===== src/rtl/core/bams_pkg.sv =====
package bams_pkg;

   // motor action codes
   localparam logic [1:0] ACT_RELEASE = 2'd0;
   localparam logic [1:0] ACT_RUN     = 2'd1;
   localparam logic [1:0] ACT_BRAKE   = 2'd2;

   // register indexes
   localparam logic [1:0] CSR_HOLD_TICKS = 2'd0;
   localparam logic [1:0] CSR_TILT_HIGH  = 2'd1;
   localparam logic [1:0] CSR_TILT_LOW   = 2'd2;

   localparam int CSR_DATA_WIDTH = 16;
   localparam int TILT_WIDTH     = 15;
   localparam int PITCH_WIDTH    = 16;

   localparam logic [15:0] HOLD_TICKS_RESET = 16'd500;
   localparam logic [14:0] TILT_HIGH_RESET  = 15'd300;
   localparam logic [14:0] TILT_LOW_RESET   = 15'd50;

   typedef struct packed {
      logic [15:0] hold_ticks;
      logic [14:0] tilt_engage_high;
      logic [14:0] tilt_engage_low;
   } cfg_type;

   typedef struct packed {
      logic [1:0] motor_action;
      logic       control_enabled;
      logic       balancing_active;
      logic       arm_ready;
      logic       arm_stage;
      logic       brake_active;
      logic       clear_control_vars;
   } result_type;

endpackage


===== src/rtl/core/bams_csr.sv =====
module bams_csr (
   input  logic                                 clock,
   input  logic                                 reset,
   input  logic                                 csr_valid,
   input  logic [1:0]                           csr_index,
   input  logic [bams_pkg::CSR_DATA_WIDTH-1:0] csr_wdata,
   output bams_pkg::cfg_type                    cfg
);
   import bams_pkg::*;

   cfg_type cfg_ff;
   cfg_type cfg_in;

   always_comb begin
      cfg_in = cfg_ff;
      if (csr_valid) begin
         unique case (csr_index)
            CSR_HOLD_TICKS: cfg_in.hold_ticks       = csr_wdata;
            CSR_TILT_HIGH:  cfg_in.tilt_engage_high = csr_wdata[TILT_WIDTH-1:0];
            CSR_TILT_LOW:   cfg_in.tilt_engage_low  = csr_wdata[TILT_WIDTH-1:0];
            default:        cfg_in = cfg_ff;
         endcase
      end
   end

   always_ff @(posedge clock) begin
      if (reset) begin
         cfg_ff.hold_ticks       <= HOLD_TICKS_RESET;
         cfg_ff.tilt_engage_high <= TILT_HIGH_RESET;
         cfg_ff.tilt_engage_low  <= TILT_LOW_RESET;
      end else begin
         cfg_ff <= cfg_in;
      end
   end

   assign cfg = cfg_ff;

endmodule


===== src/rtl/core/bams_core.sv =====
module bams_core #(
   parameter int COUNT_WIDTH = 16
) (
   input  logic                                      clock,
   input  logic                                      reset,
   input  logic                                      step,
   input  logic                                      button_c,
   input  logic                                      button_z,
   input  logic signed [bams_pkg::PITCH_WIDTH-1:0]  pitch_angle,
   input  bams_pkg::cfg_type                         cfg,
   output bams_pkg::result_type                      result
);
   import bams_pkg::*;

   localparam int CMP_WIDTH = (COUNT_WIDTH > 16) ? COUNT_WIDTH : 16;

   logic [COUNT_WIDTH-1:0] c_cnt_ff, c_cnt_in, c_cnt_inc;
   logic [COUNT_WIDTH-1:0] z_cnt_ff, z_cnt_in, z_cnt_inc;
   logic c_held_ff, c_held_in;
   logic z_held_ff, z_held_in;
   logic enabled_ff, enabled_in;
   logic cleared_ff, cleared_in;
   logic armed_ff, armed_in;
   logic stage_ff, stage_in;
   logic balance_ff, balance_in;
   logic clr;
   logic [1:0] action;
   logic [PITCH_WIDTH-1:0] pitch_u;
   logic [PITCH_WIDTH:0]   mag;

   assign pitch_u = pitch_angle;
   // magnitude one bit wider so the most negative pitch fits
   assign mag = pitch_u[PITCH_WIDTH-1] ? ({1'b0, ~pitch_u} + (PITCH_WIDTH+1)'(1))
                                        : {1'b0, pitch_u};

   // saturating press counters, frozen once a hold is seen
   assign c_cnt_inc = (!c_held_ff && (c_cnt_ff != '1)) ? c_cnt_ff + COUNT_WIDTH'(1) : c_cnt_ff;
   assign z_cnt_inc = (!z_held_ff && (z_cnt_ff != '1)) ? z_cnt_ff + COUNT_WIDTH'(1) : z_cnt_ff;

   always_comb begin
      c_cnt_in   = c_cnt_ff;
      z_cnt_in   = z_cnt_ff;
      c_held_in  = c_held_ff;
      z_held_in  = z_held_ff;
      enabled_in = enabled_ff;
      cleared_in = cleared_ff;
      armed_in   = armed_ff;
      stage_in   = stage_ff;
      balance_in = balance_ff;
      clr        = 1'b0;
      action     = ACT_RELEASE;

      // button c: click enables, hold arms
      if (!button_c) begin
         c_held_in = 1'b0;
         c_cnt_in  = '0;
      end else begin
         c_cnt_in = c_cnt_inc;
         if (c_cnt_inc == COUNT_WIDTH'(1)) begin
            enabled_in = 1'b1;
            cleared_in = 1'b0;
         end
         if (CMP_WIDTH'(c_cnt_inc) >= CMP_WIDTH'(cfg.hold_ticks)) begin
            c_held_in = 1'b1;
            if (!balance_ff) armed_in = 1'b1;
            c_cnt_in = '0;
         end
      end

      // button z: click cancels balancing
      if (!button_z) begin
         z_held_in = 1'b0;
         z_cnt_in  = '0;
      end else begin
         z_cnt_in = z_cnt_inc;
         if (z_cnt_inc == COUNT_WIDTH'(1)) begin
            balance_in = 1'b0;
            armed_in   = 1'b0;
            stage_in   = 1'b0;
         end
         if (CMP_WIDTH'(z_cnt_inc) >= CMP_WIDTH'(cfg.hold_ticks)) z_held_in = 1'b1;
      end

      // both buttons: switch off
      if (button_c && button_z) begin
         enabled_in = 1'b0;
         balance_in = 1'b0;
         armed_in   = 1'b0;
         stage_in   = 1'b0;
         if (!cleared_in) begin
            cleared_in = 1'b1;
            clr        = 1'b1;
         end
      end

      // tilt sequence: out past high, then back inside low
      if (armed_in && !balance_in) begin
         if (!stage_in) begin
            if (mag >= {2'b00, cfg.tilt_engage_high}) stage_in = 1'b1;
         end else if (mag <= {2'b00, cfg.tilt_engage_low}) begin
            stage_in   = 1'b0;
            armed_in   = 1'b0;
            balance_in = 1'b1;
         end
      end

      if (enabled_in) begin
         if (!button_z) begin
            action = ACT_RUN;
         end else begin
            action     = ACT_BRAKE;
            balance_in = 1'b0;
            armed_in   = 1'b0;
            stage_in   = 1'b0;
            if (!cleared_in) begin
               cleared_in = 1'b1;
               clr        = 1'b1;
            end
         end
      end
   end

   always_ff @(posedge clock) begin
      if (reset) begin
         c_cnt_ff   <= '0;
         z_cnt_ff   <= '0;
         c_held_ff  <= 1'b0;
         z_held_ff  <= 1'b0;
         enabled_ff <= 1'b0;
         cleared_ff <= 1'b0;
         armed_ff   <= 1'b0;
         stage_ff   <= 1'b0;
         balance_ff <= 1'b0;
      end else if (step) begin
         c_cnt_ff   <= c_cnt_in;
         z_cnt_ff   <= z_cnt_in;
         c_held_ff  <= c_held_in;
         z_held_ff  <= z_held_in;
         enabled_ff <= enabled_in;
         cleared_ff <= cleared_in;
         armed_ff   <= armed_in;
         stage_ff   <= stage_in;
         balance_ff <= balance_in;
      end
   end

   always_comb begin
      result.motor_action       = action;
      result.control_enabled    = enabled_in;
      result.balancing_active   = balance_in;
      result.arm_ready          = armed_in;
      result.arm_stage          = stage_in;
      result.brake_active       = button_z;
      result.clear_control_vars = clr;
   end

endmodule


===== src/rtl/core/balance_arming_mode_sequencer.sv =====
// Balance arming mode sequencer: one transfer on req_ per control tick (buttons c and z plus
// pitch in 0.01 degree units) gives one transfer on rsp_ with the motor action and mode flags.
// Throughput is one tick per clock cycle while rsp_stall is low; a result passes through the
// input register, then the result register, before it is on rsp_. The rate is set by the mode
// state in bams_core, which is read and rewritten once for each tick as it leaves the input
// register.
// req_stall rises only when the input register is full and the result register is held by
// rsp_stall. Configuration writes (csr_, always ready) take effect on the next cycle and are
// meant for an idle block; index 0 hold_ticks, 1 tilt_engage_high, 2 tilt_engage_low, other
// indexes are ignored.
module balance_arming_mode_sequencer #(
   parameter int COUNT_WIDTH = 16
) (
   input  logic                                     clock,
   input  logic                                     reset,
   // request channel
   input  logic                                     req_valid,
   output logic                                     req_stall,
   input  logic                                     req_button_c,
   input  logic                                     req_button_z,
   input  logic signed [bams_pkg::PITCH_WIDTH-1:0] req_pitch_angle,
   // result channel
   output logic                                     rsp_valid,
   input  logic                                     rsp_stall,
   output logic [1:0]                               rsp_motor_action,
   output logic                                     rsp_control_enabled,
   output logic                                     rsp_balancing_active,
   output logic                                     rsp_arm_ready,
   output logic                                     rsp_arm_stage,
   output logic                                     rsp_brake_active,
   output logic                                     rsp_clear_control_vars,
   // register write port
   input  logic                                     csr_valid,
   output logic                                     csr_ready,
   input  logic [1:0]                               csr_index,
   input  logic [bams_pkg::CSR_DATA_WIDTH-1:0]     csr_wdata
);
   import bams_pkg::*;

   cfg_type    cfg;
   result_type result;

   // input register
   logic                          in_valid_ff, in_valid_in;
   logic                          in_c_ff, in_z_ff;
   logic signed [PITCH_WIDTH-1:0] in_pitch_ff;

   // result register
   logic       out_valid_ff, out_valid_in;
   result_type out_ff;

   logic advance;     // tick moves from input register to result register
   logic req_xfer;

   assign csr_ready = 1'b1;

   bams_csr u_csr (
      .clock     (clock),
      .reset     (reset),
      .csr_valid (csr_valid),
      .csr_index (csr_index),
      .csr_wdata (csr_wdata),
      .cfg       (cfg)
   );

   // mode state advances exactly once per tick, on the move into the result register
   bams_core #(.COUNT_WIDTH(COUNT_WIDTH)) u_core (
      .clock       (clock),
      .reset       (reset),
      .step        (advance),
      .button_c    (in_c_ff),
      .button_z    (in_z_ff),
      .pitch_angle (in_pitch_ff),
      .cfg         (cfg),
      .result      (result)
   );

   assign advance   = in_valid_ff && (!out_valid_ff || !rsp_stall);
   assign req_stall = in_valid_ff && !advance;
   assign req_xfer  = req_valid && !req_stall;

   assign in_valid_in  = req_xfer || (in_valid_ff && !advance);
   assign out_valid_in = advance || (out_valid_ff && rsp_stall);

   always_ff @(posedge clock) begin
      if (reset) begin
         in_valid_ff  <= 1'b0;
         out_valid_ff <= 1'b0;
      end else begin
         in_valid_ff  <= in_valid_in;
         out_valid_ff <= out_valid_in;
      end
   end

   // payload registers, no reset needed
   always_ff @(posedge clock) begin
      if (req_xfer) begin
         in_c_ff     <= req_button_c;
         in_z_ff     <= req_button_z;
         in_pitch_ff <= req_pitch_angle;
      end
      if (advance) begin
         out_ff <= result;
      end
   end

   assign rsp_valid              = out_valid_ff;
   assign rsp_motor_action       = out_ff.motor_action;
   assign rsp_control_enabled    = out_ff.control_enabled;
   assign rsp_balancing_active   = out_ff.balancing_active;
   assign rsp_arm_ready          = out_ff.arm_ready;
   assign rsp_arm_stage          = out_ff.arm_stage;
   assign rsp_brake_active       = out_ff.brake_active;
   assign rsp_clear_control_vars = out_ff.clear_control_vars;

endmodule


===== config.mk =====
export PLATFORM = sky130hd
export DESIGN_NAME = balance_arming_mode_sequencer
export DESIGN_NICKNAME = d
export VERILOG_FILES = /design/src/rtl/core/bams_pkg.sv /design/src/rtl/core/bams_csr.sv /design/src/rtl/core/bams_core.sv /design/src/rtl/core/balance_arming_mode_sequencer.sv
export SDC_FILE = /design/constraint.sdc
export NUM_CORES = 1
export LEC_CHECK = 0
export CAP_MARGIN = 0
export CORE_ASPECT_RATIO = 1.4
export CORE_UTILIZATION = 57
export DETAILED_ROUTE_END_ITERATION = 8
export DONT_BUFFER_PORTS = 1
export PLACE_DENSITY = 0.72
export SYNTH_ARGS = -nofsm -noshare
export SYNTH_HDL_FRONTEND = slang
export SYNTH_SLANG_ARGS = --single-unit
export TNS_END_PERCENT = 100

===== constraint.sdc =====
create_clock -name clock -period 4.4 [get_ports clock]
set_clock_uncertainty 0.05 [all_clocks]
set_input_delay 0.66 -clock clock [delete_from_list [all_inputs] [get_ports clock]]
set_output_delay 0.66 -clock clock [all_outputs]
set_load 0.03 [all_outputs]

; Yosys cells after proc, flatten, opt, wreduce, memory -nomap -nowiden
; Index checks and enable logic that the tools add are counted.
[totals]
reg_bits = 113
latch_bits = 0
ramBits = 0
mem_bits_ro = 0
input_bits = 41
out_inout_bits = 11
wordCells = 116
mem_count = 0
[op_classes]
add_sub_neg = 3
multipliers = 0
div_mod_pow = 0
magnitude_cmp = 4
n_eq_ne = 8
shifts = 0
mux = 52
bitwise_logic = 1
n_reduce_logical = 24
[op_table]
columns = op, n
row1 = $mux 16, 5
row2 = $mux 1, 45
row3 = $add 16x1->16 const B, 2
row4 = $eq 16x1->1 const B, 2
row5 = $ge 16x16->1, 2
row6 = $ne 16x16->1 const B, 2
row7 = $add 16x1->17 const B, 1
row8 = $ge 17x15->1, 1
row9 = $le 17x15->1, 1
row10 = $mux 17, 1
row11 = $not 16->16, 1
row12 = $reduce_and 2->1, 5
row13 = $logic_and 1x1->1, 8
row14 = $logic_not 1->1, 7
row15 = $ne 2x1->1 const B, 2
row16 = $logic_or 1x1->1, 3
row17 = $eq 2x1->1 const B, 1
row18 = $eq 2x2->1 const B, 1
row19 = $logic_not 2->1, 1
row20 = $mux 2, 1

; Logic depth before layout (Yosys ltp)
[depth]
depth_word = 14
depth_mapped = 16
depth_no_buf = 16

; Modules after synthesis
; From an unflattened synthesis, not the netlist that was laid out.
[unflattened]
hier_cells = 859
hier_area_um2 = 7430.9
[modules_own_cells]
columns = mod, n_inst, cells_each, area_per_inst_um2, seq_area_each_um2
row1 = bams_core, 1, 642, 4688.2, 780.7
row2 = bams_csr, 1, 179, 1864.3, 920.9
row3 = balance_arming_mode_sequencer, 1, 38, 878.3, 820.8

; Worst setup path after synthesis
; OpenSTA, ideal clock, no wires.
[synth_path]
kind = register to register
startpoint = register u_core.c_cnt_ff[7]
endpoint = register u_core.c_cnt_ff[12]
setup_time_ns = 0.070
arrival_ns = 3.803
required_ns = 4.280
setup_slack_ns = 0.476
stages_incl_launch_ff = 15
n_path_buf = 3
synth_period_minus_slack_ns = 3.924
cell_sequence = dfxtp_1 > buf_2 > nand4_1 > or2_2 > or4b_2 > clkbuf_1 > xnor2_1 > ha_1 > a21o_1 > a21o_1 > a211o_1 > a211oi_1 > clkbuf_1 > nand3_1 > a21oi_1
[synth_between]
elab_chain_len = 6
word_cells_on_any_way = 7
classes_between = add/sub: 1 / order compare: 1 / eq/ne: 1 / mux: 3 / reduce/logical: 1
[synth_rtl]
columns = element, line_no
row1 = "start, declared", bams_core.sv:17  ; logic [COUNT_WIDTH-1:0] c_cnt_ff, c_cnt_in, c_cnt_inc;
row2 = "start signal, assigned", bams_core.sv:135  ; c_cnt_ff <= c_cnt_in;
row3 = branches (longest 2 deep; another with $add 16x1->16), -
row4 = $mux 16 *, bams_core.sv:37  ; assign c_cnt_inc = (!c_held_ff && (c_cnt_ff != '1)) ? c_cnt_ff + COUNT_WIDTH'(1) : c_cnt_ff;
row5 = $ge 16x16->1, bams_core.sv:63  ; if (CMP_WIDTH'(c_cnt_inc) >= CMP_WIDTH'(cfg.hold_ticks)) begin
row6 = $mux 16 *, bams_core.sv:63
row7 = $mux 16 *, bams_core.sv:54  ; if (!button_c) begin
; Mark *: on every way between the ends.
; A chain may end at the register's enable or synchronous reset.

; Worst setup path in the final report
[layout_path]
startpoint = register u_core.c_cnt_ff[6]
endpoint = register u_core.stage_ff
[layout_between]
elab_chain_len = 13
word_cells_on_any_way = 18
classes_between = add/sub: 1 / order compare: 1 / eq/ne: 2 / mux: 12 / reduce/logical: 2
[layout_rtl]
columns = element, line_no
row1 = branches (longest 2 deep; another with $add 16x1->16), -
row2 = $mux 16 *, bams_core.sv:37
row3 = $ge 16x16->1, bams_core.sv:63
row4 = $mux 1, bams_core.sv:63
row5 = $mux 1, bams_core.sv:54
row6 = $mux 1, bams_core.sv:76  ; if (z_cnt_inc == COUNT_WIDTH'(1)) begin
row7 = $mux 1, bams_core.sv:71  ; if (!button_z) begin
row8 = $mux 1, bams_core.sv:85  ; if (button_c && button_z) begin
row9 = $logic_and 1x1->1, bams_core.sv:97  ; if (armed_in && !balance_in) begin
row10 = $mux 1, bams_core.sv:97
row11 = $mux 1, bams_core.sv:108  ; if (!button_z) begin
row12 = $mux 1 *, bams_core.sv:107  ; if (enabled_in) begin
row13 = "end signal, assigned", bams_core.sv:142  ; stage_ff <= stage_in;
row14 = "end, declared", bams_core.sv:24  ; logic stage_ff, stage_in;
; Marked as above.

==> impl_metrics.toml <==
[worst_hold_path]
min_path_type = "input pin to flip-flop"

[route]
firstDrtPassIters = 5
drt_iter0_drc = 326
avgRoutedWirePerCell_um = 18.11
vias_per_cell = 6.149
num_vias = 6235
drc_errors = 0
ant_nets = 0
drt-total-wl_mm = 18.36

[yosys]
synth_area_leaders = "dfxtp_1, ha_1, edfxtp_1"
syn_inst = 872
synth_top_cell_by_area = "dfxtp_1"
synth_area_um2 = 7114
synth_top_area_share_pct = 24.48
synth_compound_area_share_pct = 17.45
synth_warnings = 0
synth_xor_area_share_pct = 3.940
synth.mux.area_fraction_pct = 1.512
async_reset_ff_share_pct = 0
synth_top_flop_cell = "dfxtp_1"
synth_fp_nets = 978
syn_avg_cell_area_um2 = 8.159
synth_fa_ha_area_share_pct = 11.43
synth_edf_count = 26
synth_cell_type_count = 73
ys_ff_latch = 113
ys_seq_area_share_pct = 35.46
synth_top_family_by_area = "simple AND/OR/NAND/NOR gates"
synth_simple_gate_area_share_pct = 24.48

[global_route]
grt.overflow.total = 0
grt_pass1_wl_mm = 29.45
use_met3_pct = 5.499
grt_pass1_vias = 6059
grt_max_degree = 86
antenna_found_initial = 0
grt.total_usage_pct = 30.01
grt_util_met2_pct = 52.84
use_met1_pct = 32.66
top_usage_layer = "met2"

[cts]
cts.sinks = 113
cts_made_buffers = 17
clk_latency_ns = 0.42
cts_hold_buf = 0
cts_tree = "done"
clkSlewWorstSetupHoldPaths_ns = 0.06
clockBufferDepth = 2
cts-root-buf = "clkbuf_16"
cts_max_level = 4

[timing]
timing.setup.tns_ns = 0
worst_slew_pin_slew_ns = 1.186
rsz0062_at_grt = "no"
finalCritPeriodShare_pct = 96.11
slew_headroom_pct = 20.62
drv_slew = 0
setup_viol = 0
final_hold_viol_count = 0
timing.hold.ws_ns = 0.2671
fin_crit_ns = 4.229
max_freq_ghz = 0.2365
layout_setup_ws_ns = 0.1712

[critical_path]
crit_required_ns = 4.66
cp-start-kind = "flip-flop"
cp_max_fo = 9
worstPathArrival_ns = 4.49
critPathCaptureType = "flip-flop"
worst-setup-path-type = "flip-flop to flip-flop"

[die]
die_h_um = 134.2
fp.dieW_um = 96.42
ios = 52
dieArea_um2 = 12940
coreArea_um2 = 12000
initial_utilization_pct = 59.30
num_rows = 47

[finish]
final_common_cell = "nand2_1"
drive_gt1_share_pct = 8.881
final_cell_mix = "nand2_1, dfxtp_1, a21oi_1"
fin_area_um2 = 7830
antenna_cells = 0
syn_to_final_growth_pct = 10.06
fin_util_pct = 65.27
nNetsFinal = 960

[placement]
gp_congestion = 0.9225
dpl_cell_area_um2 = 7162
dp_hpwl_mm = 13.52
io_buffers = 0
dp_slack_ns = 0.06729

[pwr]
p_leak_nw = 3.182
vdd_ir_drop_max_uv = 277.0
p_per_area_nw_per_um2 = 359.4

[flow_run]
maxCapViolCount = 0

[run_status]
status = "complete, no violations"
## stage by stage
step	instances	power (W)
after floorplan	872	0.001325
after CTS	1011	0.002817
after global routing	1014	0.002891
final	1014	0.002814
after detailed placement	979	0.001380
after global placement	979	0.001367
## area by class of cell
type	count	area (µm²)
clock buffer	20	467.9
clock inverter	12	155.1
fill	1036	4167
inverter	58	217.7
multi-input combinational	655	4210
sequential	113	2527
tap	147	183.9
timing repair buffer	9	67.56
## cell families (layout without fill, tap and decap cells)
group	Yosys count	after routing
buf+inv	104	99
other cells	1	1
compound gates	194	194
flops	113	113
mux	10	10
xor+xnor	32	32
fa+ha+maj	65	65
simple gates	353	353
## report_power, final
group          switching, W  internal, W
combinational      0.000148    0.0000921
clock              0.000509     0.000938
sequential        0.0000308      0.00110
total              0.000688      0.00213
## synthesized netlist by cell type, types with 4 or more instances
cell,number
a211o_1,12
a211oi_1,6
a21o_1,15
a21oi_1,80
a22oi_1,12
a31oi_1,4
and2_1,4
and3_1,5
buf_2,7
clkbuf_1,36
dfxtp_1,87
edfxtp_1,26
ha_1,65
inv_1,58
mux2_2,6
mux2i_1,4
nand2_1,133
nand2b_1,10
nand3_1,24
nand3b_1,8
nand4_1,13
nor2_1,71
nor2b_1,7
nor3_1,20
nor4_1,10
o21ai_0,30
o31ai_1,4
or2_2,10
or3_1,10
xnor2_1,23
xor2_1,9
## worst max-delay path: stages, from the launching register on
cell     delay, ns
dfxtp_2       0.41
nand4_1       0.24
or2_2         0.40
or4b_2        0.77
nor2_1        0.15
xor2_1        0.22
ha_1          0.28
nand4_1       0.15
a21oi_1       0.07
a211o_1       0.29
a21o_1        0.23
buf_4         0.16
a221o_1       0.35
o311a_1       0.14
a32o_1        0.21
## worst paths after layout
kind | startpoint | endpoint | slack, ns | depth (start not counted)
worst max-delay path | u_core.c_cnt_ff[6] | u_core.stage_ff | 0.17 | 14
worst min-delay path | reset | u_core.z_cnt_ff[0] | 0.27 | 1
worst max register to register | u_core.c_cnt_ff[6] | u_core.stage_ff | 0.17 | 14
worst min register to register | u_csr.cfg[29] | u_csr.cfg[29] | 0.40 | 2
## registers in the layout, summed over array words and instances, names as in the netlist, 2 cells and up
register,flops
u_csr.cfg,46
in_pitch_ff,16
u_core.c_cnt_ff,16
u_core.z_cnt_ff,16
rsp_motor_action,2
## layer usage
metal | vias up | share of wire (%)
met5 | - | 0
met4 | 0 | 5.0
met3 | 75 | 4.9
met2 | 233 | 52
met1 | 2888 | 38
li1 | 3039 | -
## what timing repair did
action,in CTS,in global routing
buffers inserted,0,3
resized for setup,0,8
setup endpoints to repair,0,5
Power figures use the tool's default switching activity.
